`config.mk`:
```
export PLATFORM = sky130hd
export DESIGN_NAME = hla_queue
export DESIGN_NICKNAME = d
export VERILOG_FILES = /design/src/rtl/hla_pkg.sv /design/src/rtl/hla_queue.sv
export SDC_FILE = /design/constraint.sdc
export NUM_CORES = 1
export LEC_CHECK = 0
export BUFFER_PORTS_ARGS = -buffer_cell sky130_fd_sc_hd__buf_4
export CAP_MARGIN = 15
export CORE_ASPECT_RATIO = 1.25
export CORE_MARGIN = 1
export CORE_UTILIZATION = 45
export DETAILED_ROUTE_END_ITERATION = 12
export PLACE_DENSITY = 0.65
export SKIP_CTS_REPAIR_TIMING = 1
export SYNTH_ARGS = -nofsm -noshare
export SYNTH_HDL_FRONTEND = slang
export SYNTH_SLANG_ARGS = --single-unit
```
`constraint.sdc`:
```
create_clock -name clk -period 3.6 [get_ports clk]
set_input_delay 0.18 -clock clk [delete_from_list [all_inputs] [get_ports clk]]
set_output_delay 0.18 -clock clk [all_outputs]
set_load 0.02 [all_outputs]
```
`src/rtl/hla_pkg.sv`:
```
// ---------------------------------------------------------------------------
// hla_pkg: shared types, constants and rom helpers for the hough accumulator
// holds field widths, command encoding and the cos/sin table functions
// ---------------------------------------------------------------------------
package hla_pkg;

  // default parameter values
  localparam int MAX_DIM_DEF    = 512;
  localparam int N_ANGLES_DEF   = 32;
  localparam int COUNT_BITS_DEF = 20;

  // fixed field widths
  localparam int PIX_W      = 9;
  localparam int CFG_W      = 10;
  localparam int RHO_IN_W   = 11;
  localparam int ANG_IN_W   = 5;
  localparam int OUT_W      = 20;
  localparam int CFG_ADDR_W = 3;
  localparam int CFG_DATA_W = 32;

  // fixed point
  localparam int Q_W     = 17;
  localparam int Q_FRAC  = 15;
  localparam int Q_HALF  = 16384;
  localparam int Q_ROUND = 32767;
  localparam int SUM_W   = 32;

  localparam logic [OUT_W-1:0] OUT_MAX = '1;

  localparam int QUEUE_DEPTH = 4;

  localparam longint Q28_ONE    = 64'sd268435456;
  localparam longint Q28_PI     = 64'sd843314857;
  localparam longint Q28_TWO_PI = 64'sd1686629713;

  // input mode codes
  localparam logic [1:0] MODE_VOTE  = 2'd0;
  localparam logic [1:0] MODE_READ  = 2'd1;
  localparam logic [1:0] MODE_CLEAR = 2'd2;

  typedef enum logic [1:0] {
    OP_VOTE,
    OP_READ,
    OP_CLEAR
  } hla_op_t;

  typedef struct packed {
    logic [CFG_W-1:0] rows;
    logic [CFG_W-1:0] cols;
  } hla_cfg_t;

  typedef struct packed {
    hla_op_t             op;
    logic [PIX_W-1:0]    col;
    logic [CFG_W-1:0]    y;
    logic [RHO_IN_W-1:0] rd_rho;
    logic [ANG_IN_W-1:0] rd_ang;
    logic                rd_err;
  } hla_cmd_t;

  // truncating division by the small series divisors
  function automatic longint hla_div_small(longint v, int d);
    case (d)
      1:  return v / 1;
      2:  return v / 2;
      3:  return v / 3;
      4:  return v / 4;
      5:  return v / 5;
      6:  return v / 6;
      7:  return v / 7;
      8:  return v / 8;
      9:  return v / 9;
      10: return v / 10;
      11: return v / 11;
      12: return v / 12;
      13: return v / 13;
      14: return v / 14;
      15: return v / 15;
      16: return v / 16;
      17: return v / 17;
      18: return v / 18;
      19: return v / 19;
      20: return v / 20;
      21: return v / 21;
      22: return v / 22;
      23: return v / 23;
      24: return v / 24;
      25: return v / 25;
      26: return v / 26;
      27: return v / 27;
      28: return v / 28;
      29: return v / 29;
      default: return v;
    endcase
  endfunction

  // taylor series in q28, elaboration time only
  function automatic longint hla_series(longint x, longint start, int idx0);
    longint term;
    longint sum;
    int     idx;
    int     i;
    term = start;
    sum  = start;
    idx  = idx0;
    for (i = 0; i < 14; i++) begin
      term = -hla_div_small((term * x) / Q28_ONE, idx);
      term = hla_div_small((term * x) / Q28_ONE, idx + 1);
      idx  = idx + 2;
      sum  = sum + term;
    end
    return sum;
  endfunction

  // q28 to q15, round half away from zero, magnitude capped at one
  function automatic int hla_to_q15(longint v);
    longint m;
    longint r;
    m = (v < 0) ? -v : v;
    r = (m + 64'sd4096) >>> 13;
    if (r > 64'sd32768) begin
      r = 64'sd32768;
    end
    return (v < 0) ? -int'(r) : int'(r);
  endfunction

endpackage

```
`src/rtl/hla_queue.sv`:
```
// ---------------------------------------------------------------------------
// hla_queue: short command fifo
// decouples the classifier from the accumulator sequencer
// ---------------------------------------------------------------------------
module hla_queue #(
  parameter int DEPTH = hla_pkg::QUEUE_DEPTH
) (
  input  logic              clk,
  input  logic              rst_n,
  input  logic              push,
  input  hla_pkg::hla_cmd_t push_data,
  input  logic              pop,
  output logic              full,
  output logic              empty,
  output hla_pkg::hla_cmd_t head
);
  import hla_pkg::*;

  localparam int PTR_W = (DEPTH > 1) ? $clog2(DEPTH) : 1;
  localparam int CNT_W = $clog2(DEPTH + 1);

  hla_cmd_t         slot_r [DEPTH];
  logic [PTR_W-1:0] wr_ptr_r;
  logic [PTR_W-1:0] rd_ptr_r;
  logic [CNT_W-1:0] count_r;
  logic             do_push;
  logic             do_pop;

  assign full    = (count_r == CNT_W'(DEPTH));
  assign empty   = (count_r == '0);
  assign head    = slot_r[rd_ptr_r];
  assign do_push = push && !full;
  assign do_pop  = pop && !empty;

  always_ff @(posedge clk) begin
    if (do_push) begin
      slot_r[wr_ptr_r] <= push_data;
    end
  end

  always_ff @(posedge clk) begin
    if (!rst_n) begin
      wr_ptr_r <= '0;
      rd_ptr_r <= '0;
      count_r  <= '0;
    end else begin
      if (do_push) begin
        wr_ptr_r <= (wr_ptr_r == PTR_W'(DEPTH - 1)) ? '0 : wr_ptr_r + PTR_W'(1);
      end
      if (do_pop) begin
        rd_ptr_r <= (rd_ptr_r == PTR_W'(DEPTH - 1)) ? '0 : rd_ptr_r + PTR_W'(1);
      end
      case ({do_push, do_pop})
        2'b10:   count_r <= count_r + CNT_W'(1);
        2'b01:   count_r <= count_r - CNT_W'(1);
        default: count_r <= count_r;
      endcase
    end
  end

endmodule

```
**Word level (Yosys, flattened, before mapping)**

Memories as Yosys holds them, arrays and structs flattened. A register that Yosys moved wholly into a read port is not among the register bits.
Cells that the tools add are included.
Widths: inputs -> output; s select.

- ROM bits: 0
- Memory bits (writable): 152
- Memories: 1
- Output and inout port bits: 40
- Register bits: 7
- Logic and storage cells: 26
- Bits in latches: 0

- $mul: 0
- Add/subtract/negate cells: 4
- Div/mod/pow operators: 0
- $lt $le $gt $ge: 0
- Muxes and demuxes: 7
- Equal/unequal tests: 5
- Reductions and logical operators: 6
- Shifts and indexed selects: 0
- Bitwise gates (word level): 0

Memory list:

| memory | words | bits a word | rd ports | clocked after Yosys merged registers in | write ports | line | RTL |
|---|---|---|---|---|---|---|---|
| slot_r | 4 | 38 | 1 | 1 | 1 | hla_queue.sv:22 | `hla_cmd_t slot_r [DEPTH];` |

Operators with widths:

| operator | number |
|---|---|
| $mux 2 | 4 |
| $eq 2x2->1 const B | 3 |
| $pmux 3 s2 | 1 |
| $add 2x1->2 const B | 2 |
| $add 3x1->3 const B | 1 |
| $eq 3x3->1 const B | 1 |
| $logic_not 3->1 | 1 |
| $sub 3x1->3 const B | 1 |
| $eq 2x1->1 const B | 1 |
| $logic_and 1x1->1 | 2 |
| $logic_not 1->1 | 2 |
| $mux 1 | 2 |
| $reduce_bool 2->1 | 1 |

**Logic depth before layout (Yosys ltp)**

Gate-level depths: netlist of run 1.

- Depth after elaboration: 5
- Mapped depth: 10
- Mapped depth without buffers: 9

**Worst setup path after synthesis of run 1**

Ideal clock, no wire load.

- Path type: flip-flop to flip-flop
- Start: reg count_r[2]
- End: reg count_r[2]
- Buffers on the path: 1
- Slack: 1.361 ns
- Data required time: 3.524 ns
- Library setup time: 0.076 ns
- Cell stages (with the launch flop): 11
- Arrival time: 2.163 ns
- Cells stage by stage: dfxtp_1 > nor3b_2 > nor2b_1 > buf_2 > inv_1 > ha_1 > inv_1 > fa_1 > xor2_1 > or3_1 > a21boi_0

- Longest elaborated chain between the ends: 5
- Elaborated cells on any way between the ends: 12
- Those cells by class: add/sub: 2; eq/ne: 3; mux: 1; reduce/logical: 6

RTL lines:

| element | line | RTL |
|---|---|---|
| start, declared | hla_queue.sv:25 | `logic [CNT_W-1:0] count_r;` |
| start signal, assigned | hla_queue.sv:54 | `2'b10: count_r <= count_r + CNT_W'(1);` |
| start signal, assigned | hla_queue.sv:55 | `2'b01: count_r <= count_r - CNT_W'(1);` |
| start signal, assigned | hla_queue.sv:56 | `default: count_r <= count_r;` |
| $eq 3x3->1 * | hla_queue.sv:29 | `assign full = (count_r == CNT_W'(DEPTH));` |
| via full | hla_queue.sv:13 | `output logic full,` |
| $logic_not 1->1 * | hla_queue.sv:32 | `assign do_push = push && !full;` |
| $logic_and 1x1->1 * | hla_queue.sv:32 |  |
| $eq 2x1->1 / $eq 2x2->1 (equally long branches) | hla_queue.sv:53 | `case ({do_push, do_pop})` |
| $pmux 3 s2 / $reduce_bool 2->1 (equally long branches) | -- |  |

Mark *: on every way through the listed nets, which the timed path passes. The rest lies on a longest branch.
A chain may end at the register's enable or synchronous reset.

==> out/results.txt, run 1 <==
FF-to-FF End = slot_r[1][1]
unrepaired setup endpoints after global routing = no
Seq cells post-synth = 161
Worst-path clk slew = 0.06 ns
placed instance area = 6749 um^2
Vias = 2872
Avg WL per Cell = 18.01 um
worst vdd ir = 0.3586 mV
layout cell share with drive strength beyond 1 = 0.3914
design area = 7704 um^2
Die H = 131.0 um
CTS tree = yes
critical path class = reg2out
non-filler cells, final = 564
max_slew headroom = 0.3095
syn nets = 303
worst r2r path cells = 3
final wirelength = 10160 um
achievable clock frequency = 438.9 MHz
Worst R2R Start = count_r[2]
setup ws final = 1.321 ns
Buf/Inv on CP = 1
Setup WS pre-CTS = 1.344 ns
dpl hpwl = 5715 um
core area = 12830 um^2
Pwr per Cell Area = 706.9 nW/um^2
Diodes inserted = 0
CTS Sinks = 161
Clock Latency Late Sink = 0.41 ns
Synth warnings = 0
Worst Setup Start Kind = flop
Layout area overhead = 28.57%
CP endpoint kind = primary output
CP Cell Sequence = mux4_2 > buf_4
CTS H-Tree Depth = 4
number of global-route vias before repair = 2964
Starting DRT DRC Count = 97
# IOs = 82
clock skew = 0.005993 ns
sequential-to-total area share from yosys stat = 0.7918
delay-heaviest family, CP = flip-flops
1st-pass router iterations = 4
DRC viols = 0
Starting Density = 0.4669
gr ovfl total = 0
std cell rows = 46
Post-Syn Area = 5992 um^2
worst hold slack = 0.06858 ns
Synth area leader = edfxtp_1
setup tns final = 0 ns
Synth cell types = 25
Critical Path Max Stage Delay = 0.86 ns
DP Cell Count = 495
first-pass GRT wire length = 15570 um
setup violators final = 0
CTS buffer count = 17
Tightest Pin Transition = 1.036 ns
final net count = 433
crit path DAT = 2.10 ns
gr usage total = 0.1572
HP Start = rst_n
minimum clock period = 2.279 ns
critical path required time = 3.42 ns
final RePlAce weighted congestion = 0.6588
flop2flop setup slack = 1.41 ns
Final period util = 0.6329
synth top area cells = edfxtp_1, mux4_2, dfxtp_1, ha_1, buf_12
syn_area_per_cell = 23.59 um^2
status = complete, no violations
initial antenna violation count = 0
worst hold stages = 2
most frequent cells in the layout = edfxtp_1, buf_4, mux4_2, dlygate4sd3_1, clkbuf_16
Antenna Nets Post-Route = 0
Hold Crit Endpoint = count_r[0]
Root Buffer = clkbuf_16
Levels on crit path = 2
CP Max Fanout = 38
pin count of the biggest net entering global routing = 39
most common cell after layout, fill and taps aside = edfxtp_1
final slew viol count = 0
highest-delay cell along the critical path = dfxtp_4
final count of hold timing violations = 0
Die Area = 13780 um^2
Worst Hold Class = in2reg
Via density = 5.092
share of the synthesized area in the top cell type = 0.7617
die width = 105.2 um
Mapped Cells = 254
LEAKAGE = 2.653 nW
Port Buffers = 81
Max Cap Viol = 0
Max Buffers Root-to-Sink = 2
flip-flops by register name, summed over array words and instances (netlist names), named ones only:
name      cells
slot_r      152
count_r       3
rd_ptr_r      2
wr_ptr_r      2
how the worst max path moves through the flow:
stage                    start      endpoint  slack, ns
floorplan           count_r[2]    count_r[2]       1.36
global placement    count_r[2]  slot_r[1][7]       1.39
detailed placement  count_r[0]  slot_r[1][4]       1.34
CTS                       flop      head[28]       1.23
global route              flop      head[28]       1.15
finish                    flop      head[28]       1.32
cells by family after synthesis:
kind of cell,count (synthesis),synth area share
AOI/OAI and AO/OA,6,0.005848
and+or+nand+nor,21,0.01859
adders and majority gates,7,0.01587
xor gates and xnor gates,2,0.002924
muxes,40,0.1462
DFF,161,0.7918
buffers and inverters,17,0.01880
power breakdown:
group          internal, mW  switching (mW)  total (mW)
Clock                  1.07           0.666        1.74
Sequential             2.27           0.189        2.46
Combinational         0.649           0.593        1.24
synth_stat cells:
| cell type | number |
|---|---|
| nand3_1 | 2 |
| nor3_1 | 1 |
| buf_4 | 1 |
| fa_1 | 1 |
| nor2_1 | 2 |
| mux2i_1 | 2 |
| clkbuf_1 | 2 |
| buf_12 | 2 |
| nor2b_1 | 1 |
| xnor2_1 | 1 |
| nand2_1 | 7 |
| ha_1 | 6 |
| or3_1 | 1 |
| o31ai_1 | 1 |
| inv_1 | 7 |
| and2_1 | 6 |
| mux4_2 | 38 |
| buf_2 | 4 |
| buf_6 | 1 |
| edfxtp_1 | 152 |
| a21boi_0 | 1 |
| dfxtp_1 | 9 |
| nor3b_2 | 1 |
| o21ai_0 | 4 |
| xor2_1 | 1 |
metal layers:
| layer | share of wire | global-route usage | up-vias |
|---|---|---|---|
| met5 | 0 | 0 | - |
| met3 | 0.046 | 0.04960 | 6 |
| met2 | 0.53 | 0.2639 | 74 |
| met1 | 0.42 | 0.1937 | 1485 |
| li1 | - | - | 1307 |
| met4 | 0.010 | 0.05717 | 0 |
stage by stage:
stage	utilization	power, mW
finish	0.6002	5.445
global route	0.6002	5.680
CTS	0.5706	5.475
detailed placement	0.5258	3.744
global placement	0.5258	3.719
floorplan	-	3.284
area by class of cell:
class	count	area, um^2
clock buffer	18	429.2
clock inverter	13	145.1
timing repair buffer	121	1003
fill	927	5131
tap	168	210.2
sequential	161	4750
multi-input combinational	76	1140
inverter	7	26.28
Note: power is estimated with default switching activity, not from simulation.
==> run 2, diff against run 1 <==
==> constraint.sdc (replaced) <==
create_clock -name clk -period 2.1 [get_ports clk]
set_input_delay 0.105 -clock clk [delete_from_list [all_inputs] [get_ports clk]]
set_output_delay 0.105 -clock clk [all_outputs]
set_load 0.02 [all_outputs]
==> run 2 against run 1 <==
Compared with the run above:
- cell count rose by 2.1%
- sequential cell count stayed put
- clock-buffer cell count rose by 2
- first-iteration DRC count grew 52%
- die area did not move
- sequential share of layout area is 1.8 points lower
- sequential power increased by 63%
- hold slack got worse by 0.061 ns
- routed wire length increased by 1.5%
- non-clock buffer count is 12 higher
- register-to-register slack got worse by 1.3 ns
- largest cell class unchanged
- largest power group unchanged
- highest routed layer unchanged
==> out/results.txt, run 2 (synthesis gave the netlist of run 1 again) <==
most used cell, CP = inv_1
Tightest Pin Transition = 0.4179 ns
CTS buffer count = 17
switch share = 0.2579
Largest Register = slot_r
critical path required time = 2.44 ns
CTS tree = yes
initial antenna violation count = 0
Die Area = 13780 um^2
most frequent cells in the layout = edfxtp_1, buf_4, mux4_2, dlygate4sd3_1, clkbuf_16
achievable clock frequency = 507.2 MHz
power share of the clock group = 0.332
delay-heaviest family, CP = simple AND/OR/NAND/NOR gates
final RePlAce weighted congestion = 0.6916
die width = 105.2 um
number of global-route vias before repair = 2895
Layout area overhead = 32.35%
unrepaired setup endpoints after global routing = no
combinational power share = 0.255
std cell rows = 46
Max Cap Viol = 0
Antenna Nets Post-Route = 0
Die H = 131.0 um
pin count of the biggest net entering global routing = 39
multi-input logic area = 1151 um^2
clock skew = 0.006072 ns
Via density = 5.045
max reg flops = 152
gr usage total = 0.1584
most common cell after layout, fill and taps aside = edfxtp_1
Starting Density = 0.4669
DRC viols = 0
Worst Setup Start Kind = flop
# fillers = 892
final wirelength = 10310 um
biggest regs = slot_r (152), count_r (3)
setup tns final = 0 ns
CP Max Fanout = 5
CTS Sinks = 161
gr ovfl total = 0
setup violators final = 0
Final period util = 0.9388
Avg WL per Cell = 17.90 um
Worst-path clk slew = 0.06 ns
dpl hpwl = 6271 um
CTS H-Tree Depth = 4
register area = 4750 um^2
minimum clock period = 1.971 ns
Critical Path Max Stage Delay = 0.37 ns
critical path class = reg2reg
Buf/Inv on CP = 2
Clock Latency Late Sink = 0.41 ns
worst vdd ir = 0.7471 mV
LEAKAGE = 2.751 nW
# IOs = 82
Overall Power = 9.716 mW
Reg power frac = 0.413
design area = 7930 um^2
final net count = 445
Vias = 2906
Worst Hold Class = in2reg
core area = 12830 um^2
1st-pass router iterations = 4
status = complete, no violations
highest-delay cell along the critical path = dfxtp_1
first-pass GRT wire length = 15460 um
placed instance area = 6925 um^2
Pwr per Cell Area = 1225 nW/um^2
crit path DAT = 2.31 ns
final count of hold timing violations = 0
P_int = 7.211 mW
Root Buffer = clkbuf_16
Starting DRT DRC Count = 147
Diodes inserted = 0
NetSw = 2.506 mW
layout cell share with drive strength beyond 1 = 0.4191
CP endpoint kind = flop
worst hold slack = 0.007711 ns
Port Buffers = 81
final slew viol count = 0
max_slew headroom = 0.7214
Max Buffers Root-to-Sink = 2
CP Cell Sequence = nor3b_4 > nor2b_1 > inv_1 > ha_2 > inv_1 > fa_2 > xor2_1 > or3_1 > a21boi_1
## run 2: cell types whose count changed in the layout (fill, tap and decap cells not counted), moves of 2 or more
cell	delta
clkbuf_1	+2
dfxtp_2	+3
dfxtp_1	-2
clkinv_2	-2
buf_4	+6
buf_12	+6
clkinv_1	-2
bufinv_16	+2
## run 2: worst paths after layout
check | start | to | slack, ns | cells after the start
hold / removal | rst_n | count_r[1] | 0.008 | 2
setup reg to reg | count_r[1] | count_r[2] | 0.13 | 9
hold reg to reg | wr_ptr_r[1] | wr_ptr_r[1] | 0.50 | 2
setup / recovery | count_r[1] | count_r[2] | 0.13 | 9
## run 2: power by group through the flow
stage / registers [mW] / clock network, mW / logic [mW]
floorplan: 4.04 / 0 / 1.61
global placement: 4.06 / 0 / 2.45
detailed placement: 4.08 / 0 / 2.46
finish: 4.01 / 3.23 / 2.48
CTS: 4.02 / 3.29 / 2.47
global route: 4.05 / 3.42 / 2.63
## run 2: layout make-up
cell class | instances | share of cell area
Timing Repair Buffer | 133 | 0.1474
Inverter | 7 | 0.003313
Clock buffer | 20 | 0.05506
Tap cell | 168 | 0.02651
Multi-Input combinational cell | 76 | 0.1452
Clock inverter | 11 | 0.02367
Sequential cell | 161 | 0.5989
## run 2: metal layers
layer / share of wire / up-vias / GRT usage
li1: - / 1330 / -
met1: 0.41 / 1499 / 0.1842
met2: 0.54 / 64 / 0.2755
met3: 0.035 / 13 / 0.04812
met4: 0.015 / 0 / 0.06628
met5: 0 / - / 0
## run 2: per-stage QoR
stage                 util  cells  setup WS [ns]
global placement    0.5396    507         0.2403
CTS                 0.5882    538         0.1213
finish              0.6179    576         0.1286
detailed placement  0.5396    507         0.1305
global route        0.6179    576        0.04134
floorplan                -    254      0.0003031
==> run 3, diff against run 2 <==
--- a/config.mk
+++ b/config.mk
@@ -5,6 +5,7 @@
 export SDC_FILE = /design/constraint.sdc
 export NUM_CORES = 1
 export LEC_CHECK = 0
+export ABC_AREA = 1
 export BUFFER_PORTS_ARGS = -buffer_cell sky130_fd_sc_hd__buf_4
 export CAP_MARGIN = 15
 export CORE_ASPECT_RATIO = 1.25
==> run 3 against run 2 <==
Compared with the run above:
- critical path depth shrank 5
- clock power shrank 3%
- clock skew grew 0.0032 ns
- cell count grew 30%
- sequential share of layout area shrank 0.48 points
- global-route usage grew 2.3 points
- first-iteration DRC count grew 46%
- routed wire length grew 21%
- total power grew 5.5%
- largest power group unchanged
==> out/results.txt, run 3 <==
placed instance area = 6987 um^2
status = complete, no violations
setup tns final = 0 ns
worst vdd ir = 0.6851 mV
Worst-path clk slew = 0.06 ns
final count of hold timing violations = 0
Reg power frac = 0.386
most frequent cells in the layout = edfxtp_1, buf_4, nor2_1
NetSw = 3.234 mW
Levels on crit path = 4
worst hold slack = 0.01730 ns
crit path DAT = 1.85 ns
initial antenna violation count = 0
achievable clock frequency = 511.7 MHz
highest-delay cell along the critical path = buf_4
Root Buffer = clkbuf_16
Worst R2R Start = count_r[1]
unrepaired setup endpoints after global routing = no
Largest Register = slot_r
most common cell after layout, fill and taps aside = edfxtp_1
final net count = 617
setup ws final = 0.1458 ns
final slew viol count = 0
Avg WL per Cell = 16.65 um
CP endpoint kind = primary output
max reg flops = 152
most used cell, CP = buf_4
# IOs = 82
layout cell share with drive strength beyond 1 = 0.2207
minimum clock period = 1.954 ns
combinational power share = 0.308
Synth warnings = 0
first-pass GRT wire length = 19140 um
Critical Path Max Stage Delay = 0.38 ns
Starting Density = 0.4618
Die Area = 14110 um^2
Max Cap Viol = 0
CTS buffer count = 17
LEAKAGE = 2.920 nW
syn nets = 488
Pwr per Cell Area = 1283 nW/um^2
Buf/Inv on CP = 2
most common flop cell mapped by yosys = edfxtp_1
number of global-route vias before repair = 3665
Tightest Pin Transition = 0.4511 ns
CTS H-Tree Depth = 4
Starting DRT DRC Count = 215
end of the critical path = head[23]
Diodes inserted = 0
non-filler cells, final = 751
Synth cell types = 20
most common cell in the synthesized netlist = edfxtp_1
Mapped Cells = 439
delay-heaviest family, CP = buffers and inverters
Worst Setup Start Kind = flop
gr ovfl total = 0
CTS tree = yes
CP Max Fanout = 38
final wirelength = 12500 um
syn_area_per_cell = 13.98 um^2
critical path required time = 2.00 ns
max_slew headroom = 0.6988
Final period util = 0.9306
std cell rows = 47
DRC viols = 0
die width = 106.5 um
clock skew = 0.009256 ns
critical path class = reg2out
sequential-to-total area share from yosys stat = 0.7731
biggest regs = slot_r (152), count_r (3)
share of the synthesized area in the top cell type = 0.7437
Final Util = 0.6010
Post-Syn Area = 6137 um^2
async set or reset register ratio after synthesis = 0
switch share = 0.3155
dpl hpwl = 7110 um
synth top area cells = edfxtp_1, o21ai_0, nor2_1, o22ai_1, dfxtp_1
top cells by count, synth = edfxtp_1, nor2_1, o21ai_0
Overall Power = 10.25 mW
FF-to-FF End = count_r[2]
flop2flop setup slack = 0.28 ns
number of synthesized flops with an enable pin = 152
P_int = 7.015 mW
1st-pass router iterations = 5
setup violators final = 0
Via density = 5.214
core area = 13290 um^2
pin count of the biggest net entering global routing = 77
Seq cells post-synth = 161
Port Buffers = 81
power share of the clock group = 0.306
CP Cell Sequence = buf_4 > o21ai_0 > o22ai_1 > buf_4
Max Buffers Root-to-Sink = 2
Vias = 3916
Layout area overhead = 30.15%
gr usage total = 0.1809
Synth area leader = edfxtp_1
design area = 7988 um^2
DP Cell Count = 680
CTS Sinks = 161
Die H = 132.6 um
Setup WS pre-CTS = 0.3339 ns
Antenna Nets Post-Route = 0
Worst Hold Class = in2reg
Clock Latency Late Sink = 0.41 ns
worst r2r path cells = 12
final RePlAce weighted congestion = 0.7555
-- run 3: cell types whose count changed after synthesis, moves of 5 or more --
cell and change:
nand2_1 +8, o21ai_0 +66, and2_1 -6, o21ai_1 +8, inv_1 +10, buf_6 +5
mux4_2 -38, nor2_1 +87, o22ai_1 +38
-- run 3: worst min-delay path by stage --
stage,start,endpoint,slack [ns],cells past startpoint
after floorplan,push_data[0],slot_r[0][0],0.20,0
after global placement,push_data[27],slot_r[2][27],0.31,1
after detailed placement,push_data[17],slot_r[1][17],0.31,1
after CTS,push_data[32],slot_r[0][32],-0.13,1
after global routing,pop,flop,0.07,4
final,pop,flop,0.02,4
-- run 3: final cells by class --
type                            count  area [um^2]
Clock buffer                       20        436.7
Fill cell                        1065         5303
Multi-Input combinational cell    235         1187
Sequential cell                   161         4746
Clock inverter                     11        163.9
Tap cell                          171        214.0
Timing Repair Buffer              134         1169
Inverter                           19        71.32
-- run 3: tightest hold or removal path, stage by stage --
cell and delay (ns):
buf_4 0.09, nand3b_1 0.07, nand2_1 0.06, nor2_1 0.04
-- run 3: power by group through the flow --
stage	Clock (mW)	Sequential, mW	Combinational (mW)
6_report	3.13	3.96	3.16
5_1_grt	3.31	3.98	3.45
4_1_cts	3.17	3.96	3.12
3_5_place_dp	0	4.02	3.11
3_3_place_gp	0	4.01	3.06
2_1_floorplan	0	4.02	1.91
-- run 3: per-layer routing --
layer	wire (um)	track usage
met1	5458	0.2351
met2	6407	0.2973
met3	484	0.03793
met4	155	0.07230
met5	0	0
-- run 3: kinds of logic after synthesis --
| logic type | Yosys count | share of synthesized area |
|---|---|---|
| AO/OA/AOI/OAI | 120 | 0.1056 |
| adder cells (fa/ha/maj) | 7 | 0.01549 |
| flip-flops | 161 | 0.7731 |
| AND/OR/NAND/NOR | 108 | 0.06748 |
| buffers and inverters | 43 | 0.03833 |
