<file path="src/rtl/hla_pkg.sv">
// ---------------------------------------------------------------------------
// hla_pkg: shared types, constants and rom helpers for the hough accumulator
// holds field widths, command encoding and the cos/sin table functions
// ---------------------------------------------------------------------------
package hla_pkg;

  // default parameter values
  localparam int MAX_DIM_DEF    = 512;
  localparam int N_ANGLES_DEF   = 32;
  localparam int COUNT_BITS_DEF = 20;

  // fixed field widths
  localparam int PIX_W      = 9;
  localparam int CFG_W      = 10;
  localparam int RHO_IN_W   = 11;
  localparam int ANG_IN_W   = 5;
  localparam int OUT_W      = 20;
  localparam int CFG_ADDR_W = 3;
  localparam int CFG_DATA_W = 32;

  // fixed point
  localparam int Q_W     = 17;
  localparam int Q_FRAC  = 15;
  localparam int Q_HALF  = 16384;
  localparam int Q_ROUND = 32767;
  localparam int SUM_W   = 32;

  localparam logic [OUT_W-1:0] OUT_MAX = '1;

  localparam int QUEUE_DEPTH = 4;

  localparam longint Q28_ONE    = 64'sd268435456;
  localparam longint Q28_PI     = 64'sd843314857;
  localparam longint Q28_TWO_PI = 64'sd1686629713;

  // input mode codes
  localparam logic [1:0] MODE_VOTE  = 2'd0;
  localparam logic [1:0] MODE_READ  = 2'd1;
  localparam logic [1:0] MODE_CLEAR = 2'd2;

  typedef enum logic [1:0] {
    OP_VOTE,
    OP_READ,
    OP_CLEAR
  } hla_op_t;

  typedef struct packed {
    logic [CFG_W-1:0] rows;
    logic [CFG_W-1:0] cols;
  } hla_cfg_t;

  typedef struct packed {
    hla_op_t             op;
    logic [PIX_W-1:0]    col;
    logic [CFG_W-1:0]    y;
    logic [RHO_IN_W-1:0] rd_rho;
    logic [ANG_IN_W-1:0] rd_ang;
    logic                rd_err;
  } hla_cmd_t;

  // truncating division by the small series divisors
  function automatic longint hla_div_small(longint v, int d);
    case (d)
      1:  return v / 1;
      2:  return v / 2;
      3:  return v / 3;
      4:  return v / 4;
      5:  return v / 5;
      6:  return v / 6;
      7:  return v / 7;
      8:  return v / 8;
      9:  return v / 9;
      10: return v / 10;
      11: return v / 11;
      12: return v / 12;
      13: return v / 13;
      14: return v / 14;
      15: return v / 15;
      16: return v / 16;
      17: return v / 17;
      18: return v / 18;
      19: return v / 19;
      20: return v / 20;
      21: return v / 21;
      22: return v / 22;
      23: return v / 23;
      24: return v / 24;
      25: return v / 25;
      26: return v / 26;
      27: return v / 27;
      28: return v / 28;
      29: return v / 29;
      default: return v;
    endcase
  endfunction

  // taylor series in q28, elaboration time only
  function automatic longint hla_series(longint x, longint start, int idx0);
    longint term;
    longint sum;
    int     idx;
    int     i;
    term = start;
    sum  = start;
    idx  = idx0;
    for (i = 0; i < 14; i++) begin
      term = -hla_div_small((term * x) / Q28_ONE, idx);
      term = hla_div_small((term * x) / Q28_ONE, idx + 1);
      idx  = idx + 2;
      sum  = sum + term;
    end
    return sum;
  endfunction

  // q28 to q15, round half away from zero, magnitude capped at one
  function automatic int hla_to_q15(longint v);
    longint m;
    longint r;
    m = (v < 0) ? -v : v;
    r = (m + 64'sd4096) >>> 13;
    if (r > 64'sd32768) begin
      r = 64'sd32768;
    end
    return (v < 0) ? -int'(r) : int'(r);
  endfunction

endpackage

</file>
<file path="src/rtl/hla_front.sv">
// ---------------------------------------------------------------------------
// hla_front: input classifier
// drops items that cannot vote and turns the rest into back end commands
// ---------------------------------------------------------------------------
module hla_front #(
  parameter int MAX_DIM  = hla_pkg::MAX_DIM_DEF,
  parameter int N_ANGLES = hla_pkg::N_ANGLES_DEF
) (
  input  logic [1:0]                   in_mode,
  input  logic [hla_pkg::PIX_W-1:0]    in_pixel_row,
  input  logic [hla_pkg::PIX_W-1:0]    in_pixel_col,
  input  logic                         in_pixel_set,
  input  logic [hla_pkg::RHO_IN_W-1:0] in_read_rho,
  input  logic [hla_pkg::ANG_IN_W-1:0] in_read_angle,
  input  hla_pkg::hla_cfg_t            cfg,
  output logic                         keep,
  output hla_pkg::hla_cmd_t            cmd
);
  import hla_pkg::*;

  localparam int RHO_BINS = 4 * MAX_DIM;

  logic [CFG_W:0]   two_dim;
  logic [CFG_W+2:0] rho_p2;
  logic             vote_ok;

  always_comb begin
    two_dim = {(CFG_W+1)'(cfg.rows) + (CFG_W+1)'(cfg.cols)};
    rho_p2  = (CFG_W+3)'(in_read_rho) + (CFG_W+3)'(2);
    vote_ok = in_pixel_set && (CFG_W'(in_pixel_row) < cfg.rows) &&
              (CFG_W'(in_pixel_col) < cfg.cols);

    cmd.col    = in_pixel_col;
    cmd.y      = cfg.rows - CFG_W'(in_pixel_row) - CFG_W'(1);
    cmd.rd_rho = in_read_rho;
    cmd.rd_ang = in_read_angle;
    // limit is 2*(rows+cols)-2, compared as rho+2 > 2*(rows+cols)
    cmd.rd_err = (rho_p2 > {two_dim, 1'b0}) ||
                 (32'(in_read_angle) >= 32'(N_ANGLES)) ||
                 (32'(in_read_rho) >= 32'(RHO_BINS));

    case (in_mode)
      MODE_VOTE: begin
        cmd.op = OP_VOTE;
        keep   = vote_ok;
      end
      MODE_READ: begin
        cmd.op = OP_READ;
        keep   = 1'b1;
      end
      MODE_CLEAR: begin
        cmd.op = OP_CLEAR;
        keep   = 1'b1;
      end
      default: begin
        cmd.op = OP_VOTE;
        keep   = 1'b0;
      end
    endcase
  end

endmodule

</file>
<file path="config.mk">
export PLATFORM = sky130hd
export DESIGN_NAME = hla_front
export DESIGN_NICKNAME = d
export VERILOG_FILES = /design/src/rtl/hla_pkg.sv /design/src/rtl/hla_front.sv
export SDC_FILE = /design/constraint.sdc
export NUM_CORES = 1
export LEC_CHECK = 0
export BUFFER_PORTS_ARGS = -buffer_cell sky130_fd_sc_hd__buf_2
export CAP_MARGIN = 10
export CORE_AREA = 5 5 70 72
export DETAILED_ROUTE_END_ITERATION = 8
export DIE_AREA = 0 0 75 77
export PLACE_DENSITY_LB_ADDON = 0.2
export SLEW_MARGIN = 20
export SYNTH_ARGS = -nofsm -noshare
export SYNTH_HDL_FRONTEND = slang
export SYNTH_SLANG_ARGS = --single-unit
</file>
<file path="constraint.sdc">
create_clock -name vclk -period 8.3
set_clock_uncertainty 0.1 [all_clocks]
set_input_delay 1.245 -clock vclk [all_inputs]
set_output_delay 1.245 -clock vclk [all_outputs]
set_load 0.05 [all_outputs]
</file>
---- Yosys cells after proc, flatten, opt, wreduce, memory -nomap -nowiden ----
Cells that the tools add are included.
word-level totals
  flip-flop bits (word level) ............. 0
  latch bits .............................. 0
  memory bits (writable) .................. 0
  bits in read-only memories .............. 0
  input bits .............................. 57
  output and inout port bits .............. 39
  memories kept ........................... 0
operators by class
  add/sub/neg operators ................... 4
  multiply operators ...................... 0
  div/mod/pow operators ................... 0
  order comparisons ....................... 3
  equal/unequal tests ..................... 2
  shifts and indexed selects .............. 0
  multiplexer cells ....................... 2
  bitwise gates (word level) .............. 0
  reduce and logical (&&, ||, !) cells .... 4
operators by type and width
  cell                                                                   count
  9-bit by 10-bit < comparator with 1-bit output                         2
  11-bit by 2-bit adder with 12-bit output (second input constant)       1
  12-bit greater-than comparator                                         1
  10-bit by 10-bit adder with 11-bit output                              1
  10-bit by 1-bit subtractor with 10-bit output (second input constant)  1
  10-bit by 9-bit subtractor with 10-bit output                          1
  2-bit case mux with 2 select lines                                     1
  2-bit by 1-bit == test with 1-bit output (second input constant)       1
  2-bit == test (second input constant)                                  1
  1-bit logical AND                                                      2
  2-bit zero test                                                        1
  1-bit case mux with 2 select lines                                     1
  2-bit OR reduction                                                     1

---- Depth between registers and ports, before layout ----
Gate-level depths: netlist of run 1.
  depth in word-level cells ............... 4
  depth in mapped cells ................... 11
  depth with buffers taken out ............ 11

---- Worst setup path after synthesis of run 1 ----
OpenSTA, ideal clock, no wires.
  path type ............................... input -> output
  start point ............................. input port cfg[0] (netlist bit)
  end point ............................... output port cmd[0] (netlist bit)
  arrival ................................. 3,743 ps
  required time ........................... 6,955 ps
  setup slack ............................. 3,212 ps
  stages .................................. 11
  path buffers ............................ 0
  cell sequence ........................... ha_1 > fa_1 > a21o_1 > a21oi_2 > o21ai_1 > a221o_1 > xnor2_1 > ha_1 > nand4_1 > or3_1 > o21a_1
RTL lines
  element          line             source
  start, declared  hla_front.sv:15  input hla_pkg::hla_cfg_t cfg,
  end, declared    hla_front.sv:17  output hla_pkg::hla_cmd_t cmd

==> reports/summary.md, run 1 <==
Input and output buffers added on the ports amount to 86. The post-detailed-route wirelength per cell came out at 11.4 um. Worst-case vdd ir drop: 46.9 uV. The logs give 4.01 ns for the critical path data arrival time and 0 for the number of failing hold endpoints at the final stage. Detailed placement finished with a half-perimeter wire length of 3.64 mm. The number of nets handed over by synthesis was 341. Across all layers, the routed design uses 1,663 vias. Static timing analysis puts the maximum clock frequency at 0.187 GHz. After floorplanning, the core was sized to cover 4230 um^2. The total power is 197 uW. The share of the core filled with cells was 50.3%. Compared with the post-synthesis result, the final layout area differs by 16.9%. First-pass iteration count of the detailed router: 4. Synthesis instantiated 35 different standard cells from the library. The logs give 404 for the net total in the final layout and 24 for the number of cell rows.

The cell area that synthesis handed to floorplanning was 1820 um^2. The number of top-level pins is 96. Final wirelength: 3.89 mm. The flip-flop and latch area was 0 um^2; the power density normalized to cell area was 92.6 nW/um^2.

The number of gates resized after cts was 0. Summed over all failing endpoints, the final setup total negative slack is 0 ns. The synthesized netlist devotes 21.6% of its cell area to compound gates.

The number of global-route vias before repair is 1,550. The kind of path behind the tightest hold check is input pin to primary output. The number of buffers inserted for hold repair after clock tree synthesis is 0, and the simple-gate share of the synthesized area is 12.2%. Instance count of the mapped netlist: 230. The violation count after the first detailed-route iteration is 13, and the starting density of the core is 43.0%. The logs give 0 for the number of DRC violations after detailed routing and 0% for the post-synthesis sequential area ratio. The category of the worst setup path launch point was an input pin. The vertical extent of the die is 77 um, and the number of max-slew violations in the final report is 0. Timing analysis after detailed placement gives a worst setup slack of 2.93 ns. The average footprint of a synthesized cell is 7.92 um^2, and the number of nets with antenna violations after detailed routing is 0.

Routability-driven placement finished with a final weighted congestion of 0.763. STA classifies the critical path endpoint as a primary output. Summed over all cells, the static leakage comes to 1.28 nW. The transition at the pin with the smallest max-transition slack works out to 0.347 ns. 0 antenna diodes ended up in the layout.

In the finished design, the share of the clock period the worst path needs comes to 64.5%. The clock period minus worst slack is 5.35 ns, and the detailed-route vias per instance is 4.85. The post-route netlist has 31.3% of its cells at a drive strength greater than 1. After synthesis, the largest family of logic cells by area is adder cells.

The run finished with clean final reports. Summing the areas of all xor and xnor instances in the mapped netlist gives 11.5% of the synthesized area. The largest net degree at the start of global routing came out at 8. The initial antenna violation count is 0.

The logs give 6.95 ns for the data required time at the worst endpoint and 5780 um^2 for the area of the die. After layout, the clock buffer instance count stands at 0. In this run the tightest slew margin relative to its limit is 76.9%.

The final worst slack came out at 2.95 ns. Horizontal die dimension: 75 um. The multiplexer share of the synthesized area was 0%. The run gives 0 as the max-capacitance violation count. The adder and majority gate portion of the synthesized area was 37.9%; the setup fix buffers added after clock tree synthesis was 0.

The tightest hold path in the finished design has a slack of 2.39 ns. Setup repair after global routing left no endpoint under its margin. The run gives 0 as the aggregate global routing overflow.

The final layout contains a sequential cell count of 0. The run gives 12.5% as the overall fraction of global-route tracks in use. Along the worst path, the maximum fanout reaches 3. The critical path in this run is classified as input pin to primary output. The number of warnings reported in the yosys synthesis log is 0, and the final-report setup violation count is 0. The first-pass GRT wire length is 6.18 mm.
==> path summary, 6_finish.rpt <==
kind	slack, ns	endpoint	from	cells past startpoint
max	2.95	cmd[0]	cfg[10]	13
min	2.39	cmd[2]	in_read_angle[1]	0
==> layer usage <==
layer | global-route usage [%] | part of all wire (%) | up-vias | routed length, um
li1 | - | - | 907 | -
met1 | 16.4 | 43 | 715 | 1670
met2 | 23.5 | 51 | 41 | 1980
met3 | 0.261 | 6.2 | 0 | 243
met4 | 0 | 0 | 0 | 0
met5 | 0 | 0 | - | 0
==> synth_stat cells <==
| library cell | count | area share (%) |
|---|---|---|
| sky130_fd_sc_hd__nand3_1 | 6 | 1.6 |
| sky130_fd_sc_hd__o21a_1 | 3 | 1.2 |
| sky130_fd_sc_hd__nor2_1 | 4 | 0.82 |
| sky130_fd_sc_hd__and3_4 | 1 | 0.62 |
| sky130_fd_sc_hd__xnor2_1 | 14 | 6.7 |
| sky130_fd_sc_hd__inv_1 | 31 | 6.4 |
| sky130_fd_sc_hd__a221oi_2 | 1 | 0.82 |
| sky130_fd_sc_hd__o21ai_0 | 5 | 1.4 |
| sky130_fd_sc_hd__a221o_1 | 2 | 1.1 |
| sky130_fd_sc_hd__nand2b_1 | 1 | 0.34 |
| sky130_fd_sc_hd__or3_1 | 1 | 0.34 |
| sky130_fd_sc_hd__and4b_1 | 1 | 0.55 |
| sky130_fd_sc_hd__nand4_1 | 2 | 0.69 |
| sky130_fd_sc_hd__fa_1 | 2 | 2.2 |
| sky130_fd_sc_hd__a21o_1 | 13 | 5.4 |
| sky130_fd_sc_hd__o21ai_1 | 3 | 0.82 |
| sky130_fd_sc_hd__and2_1 | 1 | 0.34 |
| sky130_fd_sc_hd__nand2_1 | 7 | 1.4 |
| sky130_fd_sc_hd__o211ai_1 | 1 | 0.41 |
| sky130_fd_sc_hd__a2111oi_4 | 1 | 1.5 |
| sky130_fd_sc_hd__o21bai_1 | 4 | 1.6 |
| sky130_fd_sc_hd__buf_4 | 25 | 10 |
| sky130_fd_sc_hd__and3_2 | 1 | 0.41 |
| sky130_fd_sc_hd__nand4b_1 | 2 | 0.96 |
| sky130_fd_sc_hd__o22ai_1 | 1 | 0.34 |
| sky130_fd_sc_hd__nor2b_1 | 3 | 1.0 |
| sky130_fd_sc_hd__and3_1 | 6 | 2.1 |
| sky130_fd_sc_hd__and2_0 | 1 | 0.34 |
| sky130_fd_sc_hd__ha_1 | 52 | 36 |
| sky130_fd_sc_hd__a31oi_1 | 3 | 1.0 |
| sky130_fd_sc_hd__a21oi_2 | 1 | 0.48 |
| sky130_fd_sc_hd__xor2_1 | 10 | 4.8 |
| sky130_fd_sc_hd__nor3_1 | 2 | 0.55 |
| sky130_fd_sc_hd__a211oi_1 | 2 | 0.82 |
| sky130_fd_sc_hd__a21oi_1 | 17 | 4.7 |
==> critical path: stages <==
cell,delay [ns]
sky130_fd_sc_hd__buf_2,0.12
sky130_fd_sc_hd__ha_1,0.20
sky130_fd_sc_hd__fa_1,0.40
sky130_fd_sc_hd__a21o_1,0.18
sky130_fd_sc_hd__a21oi_2,0.17
sky130_fd_sc_hd__o21ai_1,0.12
sky130_fd_sc_hd__a221o_1,0.36
sky130_fd_sc_hd__xnor2_1,0.13
sky130_fd_sc_hd__ha_1,0.29
sky130_fd_sc_hd__nand4_1,0.11
sky130_fd_sc_hd__or3_1,0.35
sky130_fd_sc_hd__o21a_1,0.11
sky130_fd_sc_hd__buf_2,0.21
==> kinds of logic after synthesis <==
family | after synthesis
fa+ha+maj | 54
buf+inv | 56
compound gates | 57
xor+xnor | 24
simple gates | 39
==> cell type report <==
type,instances,area [um^2]
inverters,31,116
well taps,52,65.1
fillers,446,2110
multi-input cells,174,1520
repair buffers,86,430
==> layout by cell type, fill, tap and decap left out, types with 2 or more instances in the layout <==
master / n
sky130_fd_sc_hd__a31oi_1: 3
sky130_fd_sc_hd__xnor2_1: 14
sky130_fd_sc_hd__a211oi_1: 2
sky130_fd_sc_hd__o21ai_0: 5
sky130_fd_sc_hd__o21a_1: 3
sky130_fd_sc_hd__fa_1: 2
sky130_fd_sc_hd__o21ai_1: 3
sky130_fd_sc_hd__a21oi_1: 17
sky130_fd_sc_hd__a221o_1: 2
sky130_fd_sc_hd__nand2_1: 7
sky130_fd_sc_hd__nor3_1: 2
sky130_fd_sc_hd__nand4_1: 2
sky130_fd_sc_hd__inv_1: 31
sky130_fd_sc_hd__xor2_1: 10
sky130_fd_sc_hd__ha_1: 52
sky130_fd_sc_hd__nor2_1: 4
sky130_fd_sc_hd__a21o_1: 13
sky130_fd_sc_hd__buf_2: 86
sky130_fd_sc_hd__o21bai_1: 4
sky130_fd_sc_hd__and3_1: 6
sky130_fd_sc_hd__nand4b_1: 2
sky130_fd_sc_hd__nor2b_1: 3
sky130_fd_sc_hd__nand3_1: 6
==> power breakdown <==
| part | switching, mW | internal, mW | leakage (nW) | total (mW) |
|---|---|---|---|---|
| combinational | 0.127 | 0.0697 | 1.28 | 0.197 |
| clock | 0 | 0 | 0 | 0 |
| sequential | 0 | 0 | 0 | 0 |
==> stage by stage <==
| step | cells | instance area (um^2) |
|---|---|---|
| floorplan | 230 | 1820 |
| global placement | 343 | 2130 |
| detailed placement | 343 | 2130 |
| CTS | 343 | 2130 |
| global route | 343 | 2130 |
| finish | 343 | 2130 |
Power figures use the tool's default switching activity.
==> inputs of run 2 (changes only) <==
- CORE_AREA: 5 5 70 72 -> 5 5 71 73
- DIE_AREA: 0 0 75 77 -> 0 0 76 78
- clock period: 8.3 -> 4.57 ns (I/O delays scaled with it)
==> run 2 against run 1 <==
  * Sequential cell count is the same
  * Via count grew 0.42%
  * Non-clock buffer count is the same
  * Worst setup slack lost 2.7 ns
  * Hold slack lost 1.1 ns
  * Sequential share of layout area is the same
  * Final cell count is the same
  * Critical path depth is the same
  * Routed wire length grew 4.3%
  * Global-route usage grew 0.31 points
  * Highest routed layer is now met4
==> reports/summary.md, run 2 (synthesized netlist as in run 1, its figures left out) <==
The critical path data arrival time is 3.50 ns (-0.51 ns). For this design, the slowest cell found on the critical path is sky130_fd_sc_hd__fa_1. Setup repair after global routing left no endpoint under its margin.

The kind of path behind the tightest hold check was input pin to primary output. The relative contribution of combinational cells to total power is 100.0% (about the same), and the number of top-level pins is 96 (unchanged). The logs give 0 um^2 (unchanged) for the flip-flop and latch area and 48 (+35) for the violation count after the first detailed-route iteration. The run gives 0 (unchanged) as the total inserted antenna cells.

The starting density of the core is 42.4% (-0.60 points). The transition at the pin with the smallest max-transition slack was 0.363 ns (+0.0166 ns). In the layout the commonest cells are sky130_fd_sc_hd__buf_2 (86), sky130_fd_sc_hd__ha_1 (52), sky130_fd_sc_hd__inv_1 (31). The share of the core filled with cells was 49.6% (-0.70 points); the worst-case vdd ir drop was 71.0 uV (+52%). The run gives 0 (unchanged) as the sequential cell count.

The first-pass iteration count of the detailed router came out at 4 (unchanged). The number of failing hold endpoints at the final stage was 0 (unchanged). The logs give 24 (unchanged) for the number of cell rows and 1.62% (+1.4 points) for the met3 global-route usage.

Worst hold path stage count: 0 (unchanged). The tools report the category of the worst setup path launch point as an input pin. Most common cell after layout, fill and taps aside: sky130_fd_sc_hd__buf_2.

The number of nets with antenna violations after detailed routing is 0 (unchanged). The post-detailed-route wirelength per cell was 11.8 um (+4.3%); the final wirelength was 4.06 mm (+4.3%). The largest net degree at the start of global routing came out at 8 (unchanged). The logs give 0 ns (unchanged) for the final setup TNS and 1,682 (+8.5%) for the number of global-route vias before repair. The switching share of total power was 64.8% (+0.15 points); the vertical extent of the die was 78 um (+1.3%).

The tools report the number of gates resized after cts as 0 (unchanged). The clock period minus worst slack came out at 4.29 ns. The tools report the via count as 1,670 (+0.42%).

The run gives 0.826 (+8.2%) as the weighted congestion at the end of routability-driven global placement. The global routing usage on met2 was 23.5% (-0.060 points). The maximum fanout along the worst path works out to 3 (unchanged). Share of cells above drive strength 1: 31.3% (unchanged). The logs give 16.4% (+0.060 points) for the global-route met1 utilization and 0 (unchanged) for the final-report setup violation count. The number of DRC violations after detailed routing came out at 0 (unchanged). The leakage power is 1.28 nW (unchanged), and the total half-perimeter wirelength after legalization and detailed placement is 3.74 mm (+2.7%). The number of standard cells in the layout, taps in and fillers out was 343 (unchanged); the ratio of final minimum period to clock period was 93.8%. The switching power was 233 uW (+83%).

The worst relative slew slack is 75.8% (-1.1 points), and the aggregate global routing overflow is 0 (unchanged). The number of cells in the design after placement was 343 (unchanged); the data required time at the worst endpoint was 3.78 ns (-3.17 ns). The peak per-stage delay on the critical path is 0.41 ns (about the same).

The power density normalized to cell area works out to 169 nW/um^2 (+82%). The critical path goes through buf_2 > ha_1 > fa_1 > a21o_1 > a21oi_2 > o21ai_1 > a221o_1 > xnor2_1 > ha_1 > nand4_1 > or3_1 > o21a_1 > buf_2. The setup fix buffers added after clock tree synthesis is 0 (unchanged).

For the sequential share of power, the log shows 0% (unchanged). The run finished with clean final reports. The number of buffers inserted for hold repair after clock tree synthesis is 0 (unchanged), and the number of clock buffer instances in the layout is 0 (unchanged).

The worst-case hold path end point is cmd[2]. The global routing stage identified its most utilized layer as met2. The worst min-delay path startpoint is in_read_angle[1]. The relative area change from synthesis to final layout works out to 16.9% (unchanged). The worst setup path is captured at a primary output.

The initial antenna violation count is 0 (unchanged). The internal portion of total power came out at 127 uW (+82%). The logs give 5930 um^2 (+2.6%) for the area of the die and 6.83 mm (+10%) for the first-pass GRT wire length. Path type of the worst setup path: input pin to primary output. The net total in the final layout was 404 (unchanged). The detailed-route vias per instance works out to 4.87 (+0.42%). The run gives 0% (unchanged) as the share of total power in the clock network. The count of buffers from port buffering is 86 (unchanged). The cell family contributing the most delay on the critical path is compound AO/OA/AOI/OAI gates.

The max-capacitance violation count is 0 (unchanged). Timing would allow up to 0.233 GHz. The run gives 12.8% (+0.31 points) as the overall fraction of global-route tracks in use. The buffering stage count on the worst path with inverters included came out at 2 (unchanged). The number of max-slew violations in the final report was 0 (unchanged); the horizontal die dimension was 76 um (+1.3%). The run gives 4290 um^2 (+1.4%) as the total core area.
==> run 2: through the flow <==
| stage | power (mW) | area [um^2] | hold WS [ns] | setup slack, ns |
|---|---|---|---|---|
| global placement | 0.360 | 2130 | 1.27 | 0.348 |
| floorplan | 0.296 | 1820 | 1.44 | 0.601 |
| global route | 0.397 | 2130 | 1.27 | 0.125 |
| CTS | 0.363 | 2130 | 1.27 | 0.298 |
| finish | 0.359 | 2130 | 1.27 | 0.282 |
| detailed placement | 0.361 | 2130 | 1.27 | 0.295 |
==> run 2: how the worst max path moves through the flow <==
stage | start | to | slack [ns] | depth (start not counted)
3_5_place_dp | cfg[0] | cmd[0] | 0.29 | 13
2_1_floorplan | cfg[0] | cmd[0] | 0.60 | 11
5_1_grt | cfg[10] | cmd[0] | 0.12 | 13
6_report | cfg[10] | cmd[0] | 0.28 | 13
4_1_cts | cfg[0] | cmd[0] | 0.30 | 13
3_3_place_gp | cfg[0] | cmd[0] | 0.35 | 13
==> run 2: metal layers <==
metal / part of all wire (%) / vias up
met3: 6.0 / 4
met5: 0 / -
met1: 46 / 720
met2: 47 / 46
met4: 0.79 / 0
li1: - / 900
==> run 2: area by class of cell <==
cell class | count | area (um^2)
Timing Repair Buffer | 86 | 430
Fill cell | 440 | 2170
Multi-Input combinational cell | 174 | 1520
Tap cell | 52 | 65.1
Inverter | 31 | 116
==> run 2: power by group through the flow <==
| stage | sequential (mW) | clock, mW | combinational [mW] |
|---|---|---|---|
| 2_1_floorplan | 0 | 0 | 0.296 |
| 3_3_place_gp | 0 | 0 | 0.360 |
| 3_5_place_dp | 0 | 0 | 0.361 |
| 4_1_cts | 0 | 0 | 0.363 |
| 5_1_grt | 0 | 0 | 0.397 |
| 6_report | 0 | 0 | 0.359 |
==> inputs of run 3 (changes only) <==
- ABC_AREA: unset -> 1
- CORE_AREA: 5 5 71 73 -> 5 5 74 76
- DIE_AREA: 0 0 76 78 -> 0 0 79 81
==> run 3 against run 2 <==
  * Final cell count up 26%
  * Synthesized cell count grew 38%
  * Area after synthesis grew 13%
  * Combinational power rose by 4%
  * Global-route usage grew 0.64 points
  * Count of clock-buffer cells in the layout did not move
  * Worst setup slack gained 0.42 ns
  * Via count up 22%
  * Utilization rose by 0.99 points
  * Routed wire length grew 12%
  * Largest cell class unchanged
  * Cell area increased by 11%
  * Sequential cell count stayed put
==> reports/summary.md, run 3 <==
The flow ran to the end, and the final reports show no timing, DRC or antenna violations. The logs give 491 (+22%) for the net total in the final layout and 0 um^2 (unchanged) for the flip-flop and latch area. The total half-perimeter wirelength after legalization and detailed placement came out at 4.19 mm (+12%). The worst setup path is launched from an input pin. The total length of routed met2 wires is 2.03 mm (+5.5%), and the share of the core filled with cells is 50.6% (+0.99 points). The power density normalized to cell area is 158 nW/um^2 (-6.6%), and the post-synthesis instance area is 2060 um^2 (+13%). Dominant cell by count in the synthesized netlist: sky130_fd_sc_hd__nand2_1. Leaving out fill and tap cells, the most frequent cells in the layout are sky130_fd_sc_hd__buf_2 (86), sky130_fd_sc_hd__nand2_1 (70), sky130_fd_sc_hd__inv_1 (61). For the post-synth net total, the log shows 429 (+26%). The tools report the leakage power as 1.50 nW (+17%).

The overall fraction of global-route tracks in use was 13.4% (+0.64 points); the setup fix buffers added after clock tree synthesis was 0 (unchanged). The clock period minus worst slack came out at 3.87 ns (-0.415 ns). Yosys attributes the largest share of cell area to sky130_fd_sc_hd__ha_1 (32%), sky130_fd_sc_hd__nand2_1 (13%), sky130_fd_sc_hd__inv_1 (11%).

Signal routing reaches up to met4. The total met3 wirelength after detailed routing was 315 um (+30%). The number of warnings reported in the yosys synthesis log was 0 (unchanged). Number of cell rows: 25 (+4.2%).

The largest net degree at the start of global routing is 8 (unchanged), and the post-synthesis sequential area ratio is 0% (unchanged). Setup repair after global routing left no endpoint under its margin. The worst-case vdd ir drop was 73.9 uV (+4.0%). Leaving out fill and tap cells, the most frequent cell in the layout is sky130_fd_sc_hd__buf_2. The first-pass iteration count of the detailed router was 4 (unchanged); the share of cells above drive strength 1 was 27.2% (-4.0 points). The run gives 0 (unchanged) as the number of DRC violations after detailed routing. The tools report the initial antenna violation count as 0 (unchanged). The run gives 4.54 mm (+12%) as the final wirelength. The count of buffers from port buffering is 86 (unchanged).

Summed over all instances, the cell type with the most area after synthesis is sky130_fd_sc_hd__ha_1. The run gives 507 (+15%) as the filler cell count. The worst relative slew slack was 83.0% (+7.3 points); the vertical extent of the die was 81 um (+3.8%).

Total inserted antenna cells: 0 (unchanged). For the final-report setup violation count, the log shows 0 (unchanged). Total core area: 4660 um^2 (+8.5%). The portion of synthesized cell area occupied by the leading cell type is 31.6% (-4.1 points), and the ratio of final minimum period to clock period is 84.8% (-9.1 points).

The final setup TNS came out at 0 ns (unchanged). The number of top-level pins was 96 (unchanged); the detailed-route vias per instance was 4.70 (-3.4%). The number of global-route vias before repair was 1,848 (+9.9%). Number of max-slew violations in the final report: 0 (unchanged). Aggregate global routing overflow: 0 (unchanged).

Post-route met1 wirelength: 2.17 mm (+17%). STA classifies the critical path endpoint as a primary output. The horizontal die dimension was 79 um (+3.9%). The path type of the worst setup path is input pin to primary output. By count the netlist is led by sky130_fd_sc_hd__nand2_1 (70), sky130_fd_sc_hd__inv_1 (61), sky130_fd_sc_hd__ha_1 (52). The instance count of the mapped netlist was 318 (+38%).

The first-pass GRT wire length is 7.40 mm (+8.3%). The weighted congestion at the end of routability-driven global placement was 0.795 (-3.7%); the number of nets with antenna violations after detailed routing was 0 (unchanged). Violation count after the first detailed-route iteration: 55 (+15%). The max-capacitance violation count was 0 (unchanged). The number of gates resized after cts is 0 (unchanged), and the maximum fanout along the worst path is 4 (+1). The number of clock buffer instances in the layout is 0 (unchanged). The via count was 2,032 (+22%). The transition at the pin with the smallest max-transition slack came out at 0.256 ns (-0.107 ns). The starting density of the core is 44.1% (+1.7 points).

The run gives 3.78 ns (about the same) as the data required time at the worst endpoint. The run gives 0 (unchanged) as the sequential cell count. For the maximum clock frequency, the log shows 0.258 GHz (+11%). The area of the die was 6400 um^2 (+7.9%); the critical path data arrival time was 3.09 ns (-0.41 ns). Number of unique standard cell types used by synthesis: 28 (-20%).

The min-delay analysis places its worst path in the category input pin to primary output. Compared with the post-synthesis result, the final layout area differs by 14.5%. The post-detailed-route wirelength per cell was 10.5 um (-11%). The average footprint of a synthesized cell is 6.47 um^2 (-18%), and the number of failing hold endpoints at the final stage is 0 (unchanged).

The number of buffers inserted for hold repair after clock tree synthesis came out at 0 (unchanged).
## run 3: cell count changes after synthesis, sizes merged, moves of 7 or more
cell / before / now
nor2: 4 / 14
nand2: 7 / 72
xnor2: 14 / 5
inv: 31 / 65
nand3: 6 / 18
nand4: 2 / 9
a21o: 13 / 0
## run 3: final timing paths
path / startpoint / end / cells past startpoint
max: cfg[10] / cmd[0] / 18
min: in_read_angle[2] / cmd[3] / 0
## run 3: critical path, stage by stage
cell and delay (ns):
sky130_fd_sc_hd__buf_2 0.12, sky130_fd_sc_hd__ha_1 0.25, sky130_fd_sc_hd__fa_1 0.42, sky130_fd_sc_hd__nand3_1 0.10, sky130_fd_sc_hd__nand3_2 0.11, sky130_fd_sc_hd__nand3_2 0.09, sky130_fd_sc_hd__nand2_1 0.05, sky130_fd_sc_hd__nand2_1 0.07
sky130_fd_sc_hd__nand2_1 0.05, sky130_fd_sc_hd__a21oi_1 0.13, sky130_fd_sc_hd__ha_1 0.17, sky130_fd_sc_hd__nand4_1 0.13, sky130_fd_sc_hd__nor2_1 0.14, sky130_fd_sc_hd__o21ai_0 0.11, sky130_fd_sc_hd__nand4_1 0.08, sky130_fd_sc_hd__o21ai_0 0.08
sky130_fd_sc_hd__inv_1 0.05, sky130_fd_sc_hd__buf_2 0.25
## run 3: layout make-up
type	instances	area [um^2]	area share, %
multi-input cells	226	1610	68.3
repair buffers	86	430	18.3
inverters	66	248	10.5
well taps	54	67.6	2.87
## run 3: kinds of logic (layout without fill, tap and decap cells)
logic type | count (synthesis) | after routing | share of synthesized area, %
simple gates | 118 | 118 | 26.0
buf+inv | 92 | 152 | 21.7
fa+ha+maj | 54 | 54 | 33.6
compound gates | 34 | 34 | 10.2
xor+xnor | 20 | 20 | 8.52
## run 3: routing by layer
| layer | vias to the layer above | GRT usage, % |
|---|---|---|
| li1 | 1110 | - |
| met1 | 858 | 18.4 |
| met2 | 60 | 24.2 |
| met3 | 4 | 0.998 |
| met4 | 0 | 0.687 |
| met5 | - | 0 |
## run 3: per-stage QoR
step	cell area [um^2]	hold slack, ns	setup slack [ns]	total power, mW	instances
6_report	2360	1.27	0.697	0.372	432
5_1_grt	2360	1.27	0.490	0.413	432
4_1_cts	2360	1.27	0.684	0.376	432
3_5_place_dp	2360	1.27	0.695	0.374	432
3_3_place_gp	2360	1.27	0.793	0.373	432
2_1_floorplan	2060	1.44	1.00	0.306	318
## run 3: power by group
part           internal [mW]  switching, mW
sequential                 0              0
combinational          0.119          0.253
clock                      0              0
